`src/hdl/multi_channel_deadline_timer_defines.svh`:
```
// Assertion macros for the multi-channel deadline timer.
`ifndef MULTI_CHANNEL_DEADLINE_TIMER_DEFINES_SVH
`define MULTI_CHANNEL_DEADLINE_TIMER_DEFINES_SVH

`ifndef SYNTHESIS
// same-cycle implication
`define MDT_ASSERT_IMPLY(label, clk, rst, ante, cons) \
   label: assert property (@(posedge clk) disable iff (rst) (ante) |-> (cons)) \
      else $error("mdt: same-cycle check failed");
// next-cycle implication
`define MDT_ASSERT_NEXT(label, clk, rst, ante, cons) \
   label: assert property (@(posedge clk) disable iff (rst) (ante) |=> (cons)) \
      else $error("mdt: next-cycle check failed");
`else
`define MDT_ASSERT_IMPLY(label, clk, rst, ante, cons)
`define MDT_ASSERT_NEXT(label, clk, rst, ante, cons)
`endif

`endif

```
`src/hdl/mdt_pkg.sv`:
```
// Shared types and constants of the multi-channel deadline timer.
`timescale 1ns / 1ps
package mdt_pkg;

   localparam int NUM_CHANNELS = 32;
   localparam int CH_IDX_W     = (NUM_CHANNELS > 1) ? $clog2(NUM_CHANNELS) : 1;
   localparam logic [CH_IDX_W-1:0] LAST_CH = CH_IDX_W'(NUM_CHANNELS - 1);

   localparam int OPCODE_W = 3;
   localparam int CHAN_W   = 5;
   localparam int TIME_W   = 32;
   localparam int TAG_W    = 8;
   localparam int KIND_W   = 2;
   localparam int CSR_W    = 6;

   localparam logic [TIME_W-1:0] EVENT_BASE  = 32'h0200_0000;
   localparam logic [TIME_W-1:0] NO_DEADLINE = 32'hffff_ffff;
   localparam logic [CSR_W-1:0]  TASK_NONE   = 6'd32;

   typedef enum logic [OPCODE_W-1:0] {
      OP_TICK    = 3'd0,
      OP_ALLOC   = 3'd1,
      OP_FREE    = 3'd2,
      OP_SET_TAG = 3'd3,
      OP_START   = 3'd4
   } opcode_type;

   typedef enum logic [1:0] {
      CH_FREE  = 2'd0,
      CH_ALLOC = 2'd1,
      CH_RUN   = 2'd2
   } chan_status_type;

   typedef enum logic [KIND_W-1:0] {
      KIND_ALLOC       = 2'd0,
      KIND_NONE_FREE   = 2'd1,
      KIND_EXPIRY      = 2'd2,
      KIND_TASK_SWITCH = 2'd3
   } rsp_kind_type;

   typedef enum logic [1:0] {
      ST_IDLE  = 2'd0,
      ST_SCAN  = 2'd1,
      ST_FLUSH = 2'd2
   } ctrl_state_type;

   typedef struct packed {
      chan_status_type   status;
      logic [TIME_W-1:0] deadline;
      logic [TAG_W-1:0]  tag;
   } chan_entry_type;

   typedef struct packed {
      rsp_kind_type      kind;
      logic [CHAN_W-1:0] channel_out;
      logic [TAG_W-1:0]  tag_out;
      logic [TIME_W-1:0] event_word;
      logic              last;
   } rsp_word_type;

   typedef struct packed {
      logic                busy;
      logic                scanning;
      logic [CH_IDX_W-1:0] step;
   } ctrl_status_type;

endpackage

```
`src/hdl/mdt_if.sv`:
```
// Request and response channel interfaces of the deadline timer.
`timescale 1ns / 1ps
interface mdt_req_if import mdt_pkg::*; ();
   logic                valid;
   logic                ready;
   logic [OPCODE_W-1:0] opcode;
   logic [CHAN_W-1:0]   channel;
   logic [TIME_W-1:0]   duration;
   logic [TAG_W-1:0]    tag_in;

   modport source (output valid, opcode, channel, duration, tag_in, input ready);
   modport sink (input valid, opcode, channel, duration, tag_in, output ready);
endinterface

interface mdt_rsp_if import mdt_pkg::*; ();
   logic              valid;
   logic              ready;
   logic [KIND_W-1:0] kind;
   logic [CHAN_W-1:0] channel_out;
   logic [TAG_W-1:0]  tag_out;
   logic [TIME_W-1:0] event_word;
   logic              last;

   modport source (output valid, kind, channel_out, tag_out, event_word, last, input ready);
   modport sink (input valid, kind, channel_out, tag_out, event_word, last, output ready);
endinterface

```
`src/hdl/mdt_cell.sv`:
```
// One channel slot of the rotating channel ring.
`timescale 1ns / 1ps
module mdt_cell import mdt_pkg::*; (
   input  logic           clock,
   input  logic           reset,
   input  logic           shift,
   input  chan_entry_type entry_d,
   output chan_entry_type entry_q
);

   chan_status_type   status_ff, status_in;
   logic [TIME_W-1:0] deadline_ff, deadline_in;
   logic [TAG_W-1:0]  tag_ff, tag_in;

   always_comb begin
      status_in   = status_ff;
      deadline_in = deadline_ff;
      tag_in      = tag_ff;
      if (shift) begin
         status_in   = entry_d.status;
         deadline_in = entry_d.deadline;
         tag_in      = entry_d.tag;
      end
   end

   always_ff @(posedge clock) begin
      if (reset) begin
         status_ff <= CH_FREE;
      end else begin
         status_ff <= status_in;
      end
   end

   always_ff @(posedge clock) begin
      deadline_ff <= deadline_in;
      tag_ff      <= tag_in;
   end

   assign entry_q = '{status: status_ff, deadline: deadline_ff, tag: tag_ff};

endmodule

```
`src/hdl/mdt_ctrl.sv`:
```
// Head unit: sequencer, per-channel update at the ring head and result staging.
`timescale 1ns / 1ps
module mdt_ctrl import mdt_pkg::*; (
   input  logic               clock,
   input  logic               reset,
   mdt_req_if.sink            req_ch,
   mdt_rsp_if.source          rsp_ch,
   input  logic               csr_wr_en,
   input  logic [CSR_W-1:0]   csr_wr_data,
   input  chan_entry_type     head_entry,
   output chan_entry_type     tail_entry,
   output logic               shift,
   output ctrl_status_type    stat
);

   localparam int CMP_W = (CH_IDX_W > CSR_W) ? CH_IDX_W : CSR_W;

   ctrl_state_type      state_ff, state_in;
   logic [CSR_W-1:0]    task_ff, task_in;
   logic [TIME_W-1:0]   tick_ff, tick_in;
   logic [TIME_W-1:0]   earliest_ff, earliest_in;
   logic [CH_IDX_W-1:0] step_ff, step_in;
   logic [OPCODE_W-1:0] op_ff, op_in;
   logic [CHAN_W-1:0]   chan_ff, chan_in;
   logic [TIME_W-1:0]   dur_ff, dur_in;
   logic [TAG_W-1:0]    tag_ff, tag_in;
   logic                found_ff, found_in;
   logic [CH_IDX_W-1:0] found_ch_ff, found_ch_in;
   logic                tsw_ff, tsw_in;
   logic                pend_valid_ff, pend_valid_in;
   rsp_word_type        pend_ff, pend_in;
   logic                rsp_valid_ff, rsp_valid_in;
   rsp_word_type        rsp_ff, rsp_in;

   logic                accept;
   logic                out_free;
   logic                tick_quiet;
   logic                op_unknown;
   logic                last_step;
   logic                hit;
   logic                is_task;
   logic [TIME_W-1:0]   tick_next;
   logic [TIME_W-1:0]   start_deadline;
   logic                emit;
   rsp_word_type        emit_word;

   assign out_free       = !rsp_valid_ff || rsp_ch.ready;
   assign accept         = req_ch.valid && req_ch.ready;
   assign tick_next      = tick_ff + 32'd1;
   assign tick_quiet     = (req_ch.opcode == OP_TICK) && (earliest_ff > tick_next);
   assign op_unknown     = req_ch.opcode > OP_START;
   assign last_step      = step_ff == LAST_CH;
   assign hit            = CMP_W'(step_ff) == CMP_W'(chan_ff);
   assign is_task        = CMP_W'(step_ff) == CMP_W'(task_ff);
   assign start_deadline = tick_ff + dur_ff;

   // next state
   always_comb begin
      state_in = state_ff;
      case (state_ff)
         ST_IDLE: begin
            if (accept && !tick_quiet && !op_unknown) begin
               state_in = ST_SCAN;
            end
         end
         ST_SCAN: begin
            if (out_free && last_step) begin
               state_in = ST_FLUSH;
            end
         end
         ST_FLUSH: begin
            if (out_free && (op_ff == OP_ALLOC || !tsw_ff)) begin
               state_in = ST_IDLE;
            end
         end
         default: begin
            state_in = ST_IDLE;
         end
      endcase
   end

   // outputs of the sequencer
   always_comb begin
      req_ch.ready  = 1'b0;
      shift         = 1'b0;
      stat.busy     = 1'b1;
      stat.scanning = 1'b0;
      case (state_ff)
         ST_IDLE: begin
            req_ch.ready = 1'b1;
            stat.busy    = 1'b0;
         end
         ST_SCAN: begin
            shift         = out_free;
            stat.scanning = 1'b1;
         end
         ST_FLUSH: begin
            shift = 1'b0;
         end
         default: begin
            shift = 1'b0;
         end
      endcase
      stat.step = step_ff;
   end

   // datapath
   always_comb begin
      task_in       = csr_wr_en ? csr_wr_data : task_ff;
      tick_in       = tick_ff;
      earliest_in   = earliest_ff;
      step_in       = step_ff;
      op_in         = op_ff;
      chan_in       = chan_ff;
      dur_in        = dur_ff;
      tag_in        = tag_ff;
      found_in      = found_ff;
      found_ch_in   = found_ch_ff;
      tsw_in        = tsw_ff;
      pend_valid_in = pend_valid_ff;
      pend_in       = pend_ff;
      rsp_valid_in  = rsp_valid_ff && !rsp_ch.ready;
      rsp_in        = rsp_ff;
      tail_entry    = head_entry;
      emit          = 1'b0;
      emit_word     = '{kind: KIND_EXPIRY, channel_out: CHAN_W'(step_ff),
                        tag_out: head_entry.tag,
                        event_word: EVENT_BASE | {8'h00, head_entry.tag, 16'h0000},
                        last: 1'b0};

      if (accept) begin
         op_in    = req_ch.opcode;
         chan_in  = req_ch.channel;
         dur_in   = req_ch.duration;
         tag_in   = req_ch.tag_in;
         found_in = 1'b0;
         tsw_in   = 1'b0;
         if (req_ch.opcode == OP_TICK) begin
            tick_in = tick_next;
            if (!tick_quiet) begin
               earliest_in = NO_DEADLINE;
            end
         end
      end

      if (state_ff == ST_SCAN && out_free) begin
         step_in = last_step ? '0 : step_ff + 1'b1;
         case (op_ff)
            OP_TICK: begin
               if (head_entry.status == CH_RUN) begin
                  if (head_entry.deadline <= tick_ff) begin
                     tail_entry.status = CH_ALLOC;
                     if (is_task) begin
                        tsw_in = 1'b1;
                     end else begin
                        emit = 1'b1;
                     end
                  end else if (head_entry.deadline < earliest_ff) begin
                     earliest_in = head_entry.deadline;
                  end
               end
            end
            OP_ALLOC: begin
               if (!found_ff && head_entry.status == CH_FREE) begin
                  tail_entry.status = CH_ALLOC;
                  found_in          = 1'b1;
                  found_ch_in       = step_ff;
               end
            end
            OP_FREE: begin
               if (hit) begin
                  tail_entry.status = CH_FREE;
               end
            end
            OP_SET_TAG: begin
               if (hit) begin
                  tail_entry.tag = tag_ff;
               end
            end
            OP_START: begin
               if (hit && head_entry.status != CH_FREE) begin
                  tail_entry.status   = CH_RUN;
                  tail_entry.deadline = start_deadline;
                  if (start_deadline < earliest_ff) begin
                     earliest_in = start_deadline;
                  end
               end
            end
            default: begin
               tail_entry = head_entry;
            end
         endcase
      end

      if (state_ff == ST_FLUSH && out_free) begin
         if (op_ff == OP_ALLOC) begin
            rsp_valid_in = 1'b1;
            rsp_in       = found_ff ?
               '{kind: KIND_ALLOC, channel_out: CHAN_W'(found_ch_ff), tag_out: '0,
                 event_word: '0, last: 1'b1} :
               '{kind: KIND_NONE_FREE, channel_out: '0, tag_out: '0,
                 event_word: '0, last: 1'b1};
         end else if (tsw_ff) begin
            tsw_in    = 1'b0;
            emit      = 1'b1;
            emit_word = '{kind: KIND_TASK_SWITCH, channel_out: CHAN_W'(task_ff),
                          tag_out: '0, event_word: '0, last: 1'b0};
         end else if (pend_valid_ff) begin
            // the held word is the final one of this item
            rsp_valid_in  = 1'b1;
            rsp_in        = pend_ff;
            rsp_in.last   = 1'b1;
            pend_valid_in = 1'b0;
         end
      end

      // hold one word back so the final one can carry last
      if (emit) begin
         if (pend_valid_ff) begin
            rsp_valid_in = 1'b1;
            rsp_in       = pend_ff;
         end
         pend_in       = emit_word;
         pend_valid_in = 1'b1;
      end
   end

   always_ff @(posedge clock) begin
      if (reset) begin
         state_ff      <= ST_IDLE;
         task_ff       <= TASK_NONE;
         tick_ff       <= '0;
         earliest_ff   <= NO_DEADLINE;
         step_ff       <= '0;
         found_ff      <= 1'b0;
         tsw_ff        <= 1'b0;
         pend_valid_ff <= 1'b0;
         rsp_valid_ff  <= 1'b0;
      end else begin
         state_ff      <= state_in;
         task_ff       <= task_in;
         tick_ff       <= tick_in;
         earliest_ff   <= earliest_in;
         step_ff       <= step_in;
         found_ff      <= found_in;
         tsw_ff        <= tsw_in;
         pend_valid_ff <= pend_valid_in;
         rsp_valid_ff  <= rsp_valid_in;
      end
   end

   always_ff @(posedge clock) begin
      op_ff       <= op_in;
      chan_ff     <= chan_in;
      dur_ff      <= dur_in;
      tag_ff      <= tag_in;
      found_ch_ff <= found_ch_in;
      pend_ff     <= pend_in;
      rsp_ff      <= rsp_in;
   end

   assign rsp_ch.valid       = rsp_valid_ff;
   assign rsp_ch.kind        = rsp_ff.kind;
   assign rsp_ch.channel_out = rsp_ff.channel_out;
   assign rsp_ch.tag_out     = rsp_ff.tag_out;
   assign rsp_ch.event_word  = rsp_ff.event_word;
   assign rsp_ch.last        = rsp_ff.last;

endmodule

```
`src/hdl/multi_channel_deadline_timer.sv`:
```
// Multi-channel deadline timer: rotating ring of channel cells and its head unit.
`timescale 1ns / 1ps
`include "multi_channel_deadline_timer_defines.svh"
// The channel state lives in a ring of NUM_CHANNELS cells that rotates one
// channel per cycle past a single head unit, which applies the current word
// to the channel in front of it. A tick that reaches no deadline, and an
// unknown opcode, finish in the cycle they are accepted. Every other word
// takes one full turn of the ring and a closing flush step, plus a second
// flush step for a trailing task-switch word; the ring pauses while a
// finished response word waits on rsp_ch. A new request word is taken only
// once the previous one has been worked off. Expiry words come in channel
// order, then any task-switch word; a request's last word has last set. The
// user must write task_channel via csr_wr_en / csr_wr_data only while the
// block is idle, which it does not enforce; reset value 32 selects no channel.
module multi_channel_deadline_timer import mdt_pkg::*; (
   input  logic             clock,
   input  logic             reset,
   mdt_req_if.sink          req_ch,
   mdt_rsp_if.source        rsp_ch,
   input  logic             csr_wr_en,
   input  logic [CSR_W-1:0] csr_wr_data
);

   chan_entry_type  cell_q [NUM_CHANNELS];
   chan_entry_type  tail_entry;
   logic            shift;
   ctrl_status_type stat;

   mdt_ctrl u_ctrl (
      .clock       (clock),
      .reset       (reset),
      .req_ch      (req_ch),
      .rsp_ch      (rsp_ch),
      .csr_wr_en   (csr_wr_en),
      .csr_wr_data (csr_wr_data),
      .head_entry  (cell_q[0]),
      .tail_entry  (tail_entry),
      .shift       (shift),
      .stat        (stat)
   );

   // advance toward the head; the updated head re-enters at the tail
   for (genvar i = 0; i < NUM_CHANNELS; i++) begin : g_cell
      if (i == NUM_CHANNELS - 1) begin : g_tail
         mdt_cell u_cell (
            .clock   (clock),
            .reset   (reset),
            .shift   (shift),
            .entry_d (tail_entry),
            .entry_q (cell_q[i])
         );
      end else begin : g_body
         mdt_cell u_cell (
            .clock   (clock),
            .reset   (reset),
            .shift   (shift),
            .entry_d (cell_q[i+1]),
            .entry_q (cell_q[i])
         );
      end
   end

   `MDT_ASSERT_IMPLY(a_ring_aligned_at_rest, clock, reset, !stat.scanning, stat.step == '0)
   `MDT_ASSERT_NEXT(a_ring_holds_on_stall, clock, reset, stat.scanning && rsp_ch.valid && !rsp_ch.ready, $stable(stat.step))
   `MDT_ASSERT_IMPLY(a_no_accept_while_busy, clock, reset, stat.busy, !req_ch.ready)

endmodule

```
`src/flat_wrapper.sv`:
```
// flat-port wrapper written by rule: the top's interface ports become plain ports
module multi_channel_deadline_timer_flat import mdt_pkg::*;
  (clock, reset, csr_wr_en, csr_wr_data, req_ch_valid, req_ch_opcode, req_ch_channel, req_ch_duration, req_ch_tag_in, req_ch_ready, rsp_ch_valid, rsp_ch_kind, rsp_ch_channel_out, rsp_ch_tag_out, rsp_ch_event_word, rsp_ch_last, rsp_ch_ready);
  mdt_req_if req_ch_i ();
  mdt_rsp_if rsp_ch_i ();
  input  logic clock;
  input  logic reset;
  input  logic csr_wr_en;
  input  logic [CSR_W-1:0] csr_wr_data;
  input wire logic [$bits(req_ch_i.valid)-1:0] req_ch_valid;
  input wire logic [$bits(req_ch_i.opcode)-1:0] req_ch_opcode;
  input wire logic [$bits(req_ch_i.channel)-1:0] req_ch_channel;
  input wire logic [$bits(req_ch_i.duration)-1:0] req_ch_duration;
  input wire logic [$bits(req_ch_i.tag_in)-1:0] req_ch_tag_in;
  output wire logic [$bits(req_ch_i.ready)-1:0] req_ch_ready;
  output wire logic [$bits(rsp_ch_i.valid)-1:0] rsp_ch_valid;
  output wire logic [$bits(rsp_ch_i.kind)-1:0] rsp_ch_kind;
  output wire logic [$bits(rsp_ch_i.channel_out)-1:0] rsp_ch_channel_out;
  output wire logic [$bits(rsp_ch_i.tag_out)-1:0] rsp_ch_tag_out;
  output wire logic [$bits(rsp_ch_i.event_word)-1:0] rsp_ch_event_word;
  output wire logic [$bits(rsp_ch_i.last)-1:0] rsp_ch_last;
  input wire logic [$bits(rsp_ch_i.ready)-1:0] rsp_ch_ready;
  assign req_ch_i.valid = req_ch_valid;
  assign req_ch_i.opcode = req_ch_opcode;
  assign req_ch_i.channel = req_ch_channel;
  assign req_ch_i.duration = req_ch_duration;
  assign req_ch_i.tag_in = req_ch_tag_in;
  assign req_ch_ready = req_ch_i.ready;
  assign rsp_ch_valid = rsp_ch_i.valid;
  assign rsp_ch_kind = rsp_ch_i.kind;
  assign rsp_ch_channel_out = rsp_ch_i.channel_out;
  assign rsp_ch_tag_out = rsp_ch_i.tag_out;
  assign rsp_ch_event_word = rsp_ch_i.event_word;
  assign rsp_ch_last = rsp_ch_i.last;
  assign rsp_ch_i.ready = rsp_ch_ready;
  multi_channel_deadline_timer u_core (.clock(clock), .reset(reset), .req_ch(req_ch_i), .rsp_ch(rsp_ch_i), .csr_wr_en(csr_wr_en), .csr_wr_data(csr_wr_data));
endmodule
```
`config.mk`:
```
export PLATFORM = sky130hd
export DESIGN_NAME = multi_channel_deadline_timer_flat
export DESIGN_NICKNAME = d
export VERILOG_FILES = /design/src/hdl/mdt_pkg.sv /design/src/hdl/mdt_if.sv /design/src/hdl/mdt_cell.sv /design/src/hdl/mdt_ctrl.sv /design/src/hdl/multi_channel_deadline_timer.sv /design/src/flat_wrapper.sv
export VERILOG_INCLUDE_DIRS = /design/src /design/src/hdl
export SDC_FILE = /design/constraint.sdc
export NUM_CORES = 1
export LEC_CHECK = 0
export BUFFER_PORTS_ARGS = -buffer_cell sky130_fd_sc_hd__buf_2
export CAP_MARGIN = 20
export CORE_AREA = 2 2 302 304
export DETAILED_ROUTE_END_ITERATION = 16
export DIE_AREA = 0 0 304 306
export HOLD_SLACK_MARGIN = 0.15
export MAX_ROUTING_LAYER = met4
export PLACE_DENSITY = 0.86
export SLEW_MARGIN = 15
export SYNTH_ARGS = -nofsm -noshare
export SYNTH_HDL_FRONTEND = slang
export SYNTH_SLANG_ARGS = --single-unit
```
`constraint.sdc`:
```
create_clock -name clock -period 46.5 [get_ports clock]
set_input_delay 4.65 -clock clock [delete_from_list [all_inputs] [get_ports clock]]
set_output_delay 4.65 -clock clock [all_outputs]
set_load 0.03 [all_outputs]
```
Word-level counts from Yosys, hierarchy flattened
Cells that the tools add are included.
W data, S select, Z words.
{"block": "word_totals", "register_bits": 1574, "input_bits": 59, "out_inout_bits": 50, "elab_cells": 243}
{"block": "classes", "n_addsub": 3, "magnitude_cmp": 5, "n_eq_ne": 15, "muxes": 68, "bitwise": 1, "n_reduce_logical": 30}
{"op": "$mux W32", "n": 10}
{"op": "$mux W48", "n": 6}
{"op": "$mux W47", "n": 2}
{"op": "$mux W46", "n": 2}
{"op": "$lt A32 B32 Y1", "n": 2}
{"op": "$pmux W32 S2", "n": 1}
{"op": "$mux W42", "n": 1}
{"op": "$mux W34", "n": 1}
{"op": "$mux W1", "n": 33}
{"op": "$add A32 B1 Y32 const B", "n": 1}
{"op": "$add A32 B32 Y32", "n": 1}
{"op": "$gt A32 B32 Y1", "n": 1}
{"op": "$le A32 B32 Y1", "n": 1}
{"op": "$mux W8", "n": 2}
{"op": "$mux W2", "n": 7}
{"op": "$logic_and A1 B1 Y1", "n": 11}
{"op": "$reduce_and A3 Y1", "n": 3}
{"op": "$ne A2 B2 Y1 const B", "n": 4}
{"op": "$pmux W2 S4", "n": 1}
{"op": "$eq A3 B2 Y1 const B", "n": 2}
{"op": "$eq A5 B6 Y1", "n": 1}
{"op": "$logic_not A1 Y1", "n": 6}
{"op": "$logic_not A3 Y1", "n": 2}
{"op": "$pmux W2 S3", "n": 1}
{"op": "16 further kinds", "n": 20}

Longest topological paths before layout
{"block": "logic_depth", "word_depth": 12, "depth_mapped": 23, "mapped_depth_nobuf": 21}

Modules after synthesis
From an unflattened synthesis, not the netlist that was laid out.
{"block": "unflattened", "cells_unflattened": 2823, "area_unflattened_um2": 53321.1}
{"module": "mdt_cell", "instances": 32, "cells_each": 46, "area_per_inst_um2": 1268.7, "seq_area_each_um2": 1241.2}
{"module": "mdt_ctrl", "instances": 1, "cells_each": 1351, "area_per_inst_um2": 12722.2, "seq_area_each_um2": 4624.4}

Worst setup path before layout
No wires, ideal clock.
{"block": "synth_path", "kind": "input to register", "startpoint": "in rsp_ch_ready", "endpoint": "reg u_core.g_cell[0].g_body.u_cell.deadline_ff[0] (enable)", "setup_time_ps": 2138, "arrival_ps": 39739, "t_required_ps": 44362, "path_slack_ps": 4624, "path_stages": 5, "n_path_buf": 2, "path_cell_list": "nand2b_1 > nand2_1 > inv_1 > clkbuf_1 > buf_1"}
{"block": "synth_via", "elab_chain_cells": 2}
{"element": "start, declared", "line_no": "flat_wrapper.sv:22", "source": "input wire logic [$bits(rsp_ch_i.ready)-1:0] rsp_ch_ready;"}
{"element": "$logic_or A1 B1 Y1", "line_no": "mdt_ctrl.sv:47", "source": "assign out_free = !rsp_valid_ff || rsp_ch.ready;"}
{"element": "$mux W1", "line_no": "mdt_ctrl.sv:88", "source": "case (state_ff)"}
{"element": "net u_core.g_cell[0].g_body.u_cell.shift", "line_no": "mdt_cell.sv:6", "source": "input logic shift,"}
{"element": "end signal, assigned", "line_no": "mdt_cell.sv:35", "source": "deadline_ff <= deadline_in;"}
{"element": "end, declared", "line_no": "mdt_cell.sv:12", "source": "logic [TIME_W-1:0] deadline_ff, deadline_in;"}
The timed path passes the listed nets, and every way through them passes these cells.
A chain may end at the register's enable or synchronous reset.

Final worst setup path
{"block": "layout_path", "startpoint": "in rsp_ch_ready", "endpoint": "reg u_core.g_cell[29].g_body.u_cell.deadline_ff[2] (enable)"}
{"block": "layout_via", "elab_chain_cells": 2}
{"element": "$logic_or A1 B1 Y1", "line_no": "mdt_ctrl.sv:47"}
{"element": "$mux W1", "line_no": "mdt_ctrl.sv:88"}
{"element": "end signal, assigned", "line_no": "mdt_cell.sv:35"}
{"element": "end, declared", "line_no": "mdt_cell.sv:12"}
Every way passes these cells.

==> metrics.txt <==
FF-to-FF Start=u_core.u_ctrl.tick_ff[0]$_SDFFE_PP0P_; synth top area cells=edfxtp_1 76%, dfxtp_1 7.2%, ha_1 3.7%; GP Congestion=0.890; commonest non-fill, non-tap cell in the layout=edfxtp_1; Layout area overhead=12.5%; cts hold-fix bufs=0; fill count=5305; clk_lat worst skew=0.77 ns; crit path kind=in2reg; Num CTS Buffers=145; asr flop ratio synth=0%; Clock transition at path regs=0.06 ns; Avg Cell Area, Syn=18.1 um2; GRT Util Overall=21.7%; slowest CP cell=buf_4; initial drt markers=3156; chip width=304 um; CP cell instances=buf_2 > nand2b_1 > nand2_2 > buf_4 > inv_8 > buf_12 > buf_12 > buf_4; Synth cell types=87; Syn Std Cell Area=0.0536 mm2; Max Fclk=115 MHz; die height=306 um; P_leak=17.4 nW; Row Count=110; Worst Hold Class=reg2reg; Hold Crit Endpoint=u_core.g_cell[18].g_body.u_cell.tag_ff[7]$_DFFE_PP_; Mapped Cells=2963; Critical Path Source Type=input pin; hpwl dp=53900 um; TritonCTS sink count=1541; Worst Tran Pin Value=1.13 ns; detailed-route wire length=98400 um; Post-Synthesis Net Count=3183; Switching Share=20.6%; leading area contributor after synthesis=edfxtp_1; top_reg_cell synth=edfxtp_1; core area=0.0896 mm2; R2R cell count=22; vias in the first global route=25600; P_int=2.20 mW; R2R setup slack=39.98 ns; clk buf depth=3; CP max stage delay=0.93 ns; starting density of the core=59.8%; endpoints failing setup=0; worst hold path depth=0; Seq cells post-synth=1541; wire length on met3=6500 um; Final min period=8.68 ns; WL met2=45900 um; layout net count=3391; number of max-cap violations=0; HP Start=u_core.g_cell[19].g_body.u_cell.tag_ff[7]$_DFFE_PP_; htree depth=4; Post-synth EDFFs=1348; M1 WL=42400 um; first-pass GRT wire length=149000 um; Clock Skew=0.0233 ns; RSZ-0062 raised after global routing=no; Flop pwr share=55.4%; P_sw=0.570 mW; Buffers on Ports=108; Via Count=26100; CP top delay family=buffers and inverters; peak supply drop=0.0428 mV; Post-Place Cell Area=0.0555 mm2; share of layout cells above drive strength 1=12.5%; Worst slew margin=24.3%; worst setup path start=rsp_ch_ready; CP Max Fanout=213; CTS Root Cell=clkbuf_16; setup_tns=0 ns; WL per Instance=22.0 um; DR DRC count=0; CP required=46.88 ns; IO Count=109; antenna-violating nets left=0; Design Area, Final=0.0603 mm2; via-per-instance ratio=5.83; Pwr Density=45.9 mW/mm2; CP bufs+invs=6; Final Max Slew Viols=0; worst flop-to-flop path endpoint=u_core.u_ctrl.earliest_ff[1]$_SDFF_PP1_; Critical Path Sink Type=register; cts repair resizes=0; number of synthesis warnings=0; grt total ovfl=0; most frequent cells in the layout=1348 x edfxtp_1, 261 x nand2_1, 193 x dfxtp_1; Final Hold Fails=0; Synth top area share=75.5%; DR pass1 iterations=7; uppermost routed layer=met4; Setup Buffers After CTS=0; status=complete, no violations; logic gate share of total power=2.3%; clock power share=42.2%; antenna violations before repair=3; CTS tree=built; post-synthesis sequential area ratio=82.7%; die area=0.0930 mm2; worst path arrival time=9.05 ns; fin crit share=18.7%; largest net degree at the start of global routing=214
## registers in the layout, indices dropped and copies added (netlist names), 6 cells and up
signal                                   count
u_core.g_cell.g_body.u_cell.tag_ff         248
u_core.u_ctrl.tag_ff                         8
u_core.u_ctrl.dur_ff                        32
u_core.u_ctrl.tick_ff                       32
u_core.u_ctrl.earliest_ff                   32
u_core.g_cell.g_tail.u_cell.tag_ff           8
u_core.u_ctrl.task_ff                        6
u_core.g_cell.g_tail.u_cell.deadline_ff     32
u_core.u_ctrl.rsp_ch.event_word             32
u_core.g_cell.g_body.u_cell.status_ff       62
u_core.u_ctrl.rsp_ch.tag_out                 8
u_core.u_ctrl.pend_ff                       15
u_core.g_cell.g_body.u_cell.deadline_ff    992
## how the worst max path moves through the flow
stage                                                                           end  slack (ns)  depth (start not counted)
after floorplan             u_core.g_cell[0].g_body.u_cell.deadline_ff[0]$_DFFE_PP_        4.62                          5
after global placement     u_core.g_cell[13].g_body.u_cell.deadline_ff[4]$_DFFE_PP_       37.24                          8
after detailed placement  u_core.g_cell[13].g_body.u_cell.deadline_ff[10]$_DFFE_PP_       37.15                          8
after CTS                  u_core.g_cell[29].g_body.u_cell.deadline_ff[2]$_DFFE_PP_       37.92                          8
after global routing       u_core.g_cell[29].g_body.u_cell.deadline_ff[2]$_DFFE_PP_       37.46                          8
final                      u_core.g_cell[29].g_body.u_cell.deadline_ff[2]$_DFFE_PP_       37.82                          8
## cells in the mapped netlist, drive strengths merged, types with 4 or more instances
| library cell | count |
|---|---|
| nor2 | 98 |
| a22oi | 16 |
| o211ai | 9 |
| xnor2 | 71 |
| a21o | 28 |
| nand2b | 9 |
| nand2 | 262 |
| a221o | 9 |
| edfxtp | 1348 |
| o21ai | 71 |
| mux2i | 7 |
| or2 | 5 |
| nand4 | 32 |
| buf | 20 |
| a211oi | 7 |
| clkbuf | 52 |
| a221oi | 18 |
| dfxtp | 193 |
| inv | 85 |
| o31ai | 4 |
| and2 | 38 |
| xor2 | 18 |
| nor4 | 9 |
| ha | 160 |
| a22o | 17 |
| o22ai | 9 |
| and3 | 15 |
| a21oi | 171 |
| o21a | 5 |
| a2111oi | 4 |
| nor3 | 19 |
| a31o | 6 |
| or3 | 14 |
| nand3 | 38 |
| mux2 | 35 |
| nor2b | 12 |
| and4 | 5 |
## cells by family (layout without fill, tap and decap cells)
family | count (synthesis) | in the layout | share of synthesized area (%)
flops | 1541 | 1541 | 82.7
simple gates | 565 | 565 | 4.96
xor+xnor | 89 | 89 | 1.48
mux | 42 | 42 | 0.866
buf+inv | 157 | 488 | 1.18
compound gates | 408 | 408 | 5.00
other cells | 0 | 5 | 0
fa+ha+maj | 161 | 161 | 3.77
## final cells by class
cell class	count	area [um2]	area share, %
repair buffers	133	800	1.33
clock inverters	83	881	1.46
inverters	85	327	0.542
well taps	1176	1470	2.44
multi-input cells	1265	8630	14.3
clock buffers	187	3840	6.36
flip-flops and latches	1541	44300	73.5
diodes	5	12.5	0.0208
## power by group through the flow
stage	clock (mW)	sequential [mW]	combinational [mW]
after floorplan	0	1.69	0.0434
after global placement	0	1.56	0.0604
after detailed placement	0	1.56	0.0628
after CTS	1.19	1.53	0.0632
after global routing	1.24	1.53	0.0708
final	1.17	1.53	0.0644
## layer usage
layer	GRT usage, %	vias up
met5	-	-
met4	8.91	0
met3	4.18	253
met2	32.6	1032
met1	29.8	13100
li1	-	11700
## metrics by stage
step | power [mW] | instances | util (%) | hold slack, ns | worst slack (ns)
floorplan | 1.73 | 2963 | - | 0.400 | 4.62
global placement | 1.62 | 4197 | 61.9 | 0.400 | 37.24
detailed placement | 1.62 | 4197 | 61.9 | 0.405 | 37.15
CTS | 2.79 | 4467 | 67.2 | 0.398 | 37.92
global route | 2.85 | 4473 | 67.3 | 0.408 | 37.46
finish | 2.77 | 4475 | 67.3 | 0.397 | 37.82
## worst reg2reg max path: stages, from the launching register on
cell	delay, ns
dfxtp_1	0.48
ha_1	0.28
inv_1	0.08
fa_1	0.45
nand2b_1	0.18
a21oi_1	0.33
o211a_1	0.25
o21ai_2	0.10
o31ai_4	0.36
a221oi_4	0.15
o2111a_1	0.30
a211oi_2	0.44
ha_1	0.23
nand2_1	0.08
nor4_1	0.51
nand2_1	0.19
a311oi_1	0.50
nor4_2	0.14
and2_1	0.35
nor2b_1	0.21
buf_4	0.23
a221oi_1	0.37
nand2_1	0.15
No activity file was read; power rests on OpenSTA's default activity.
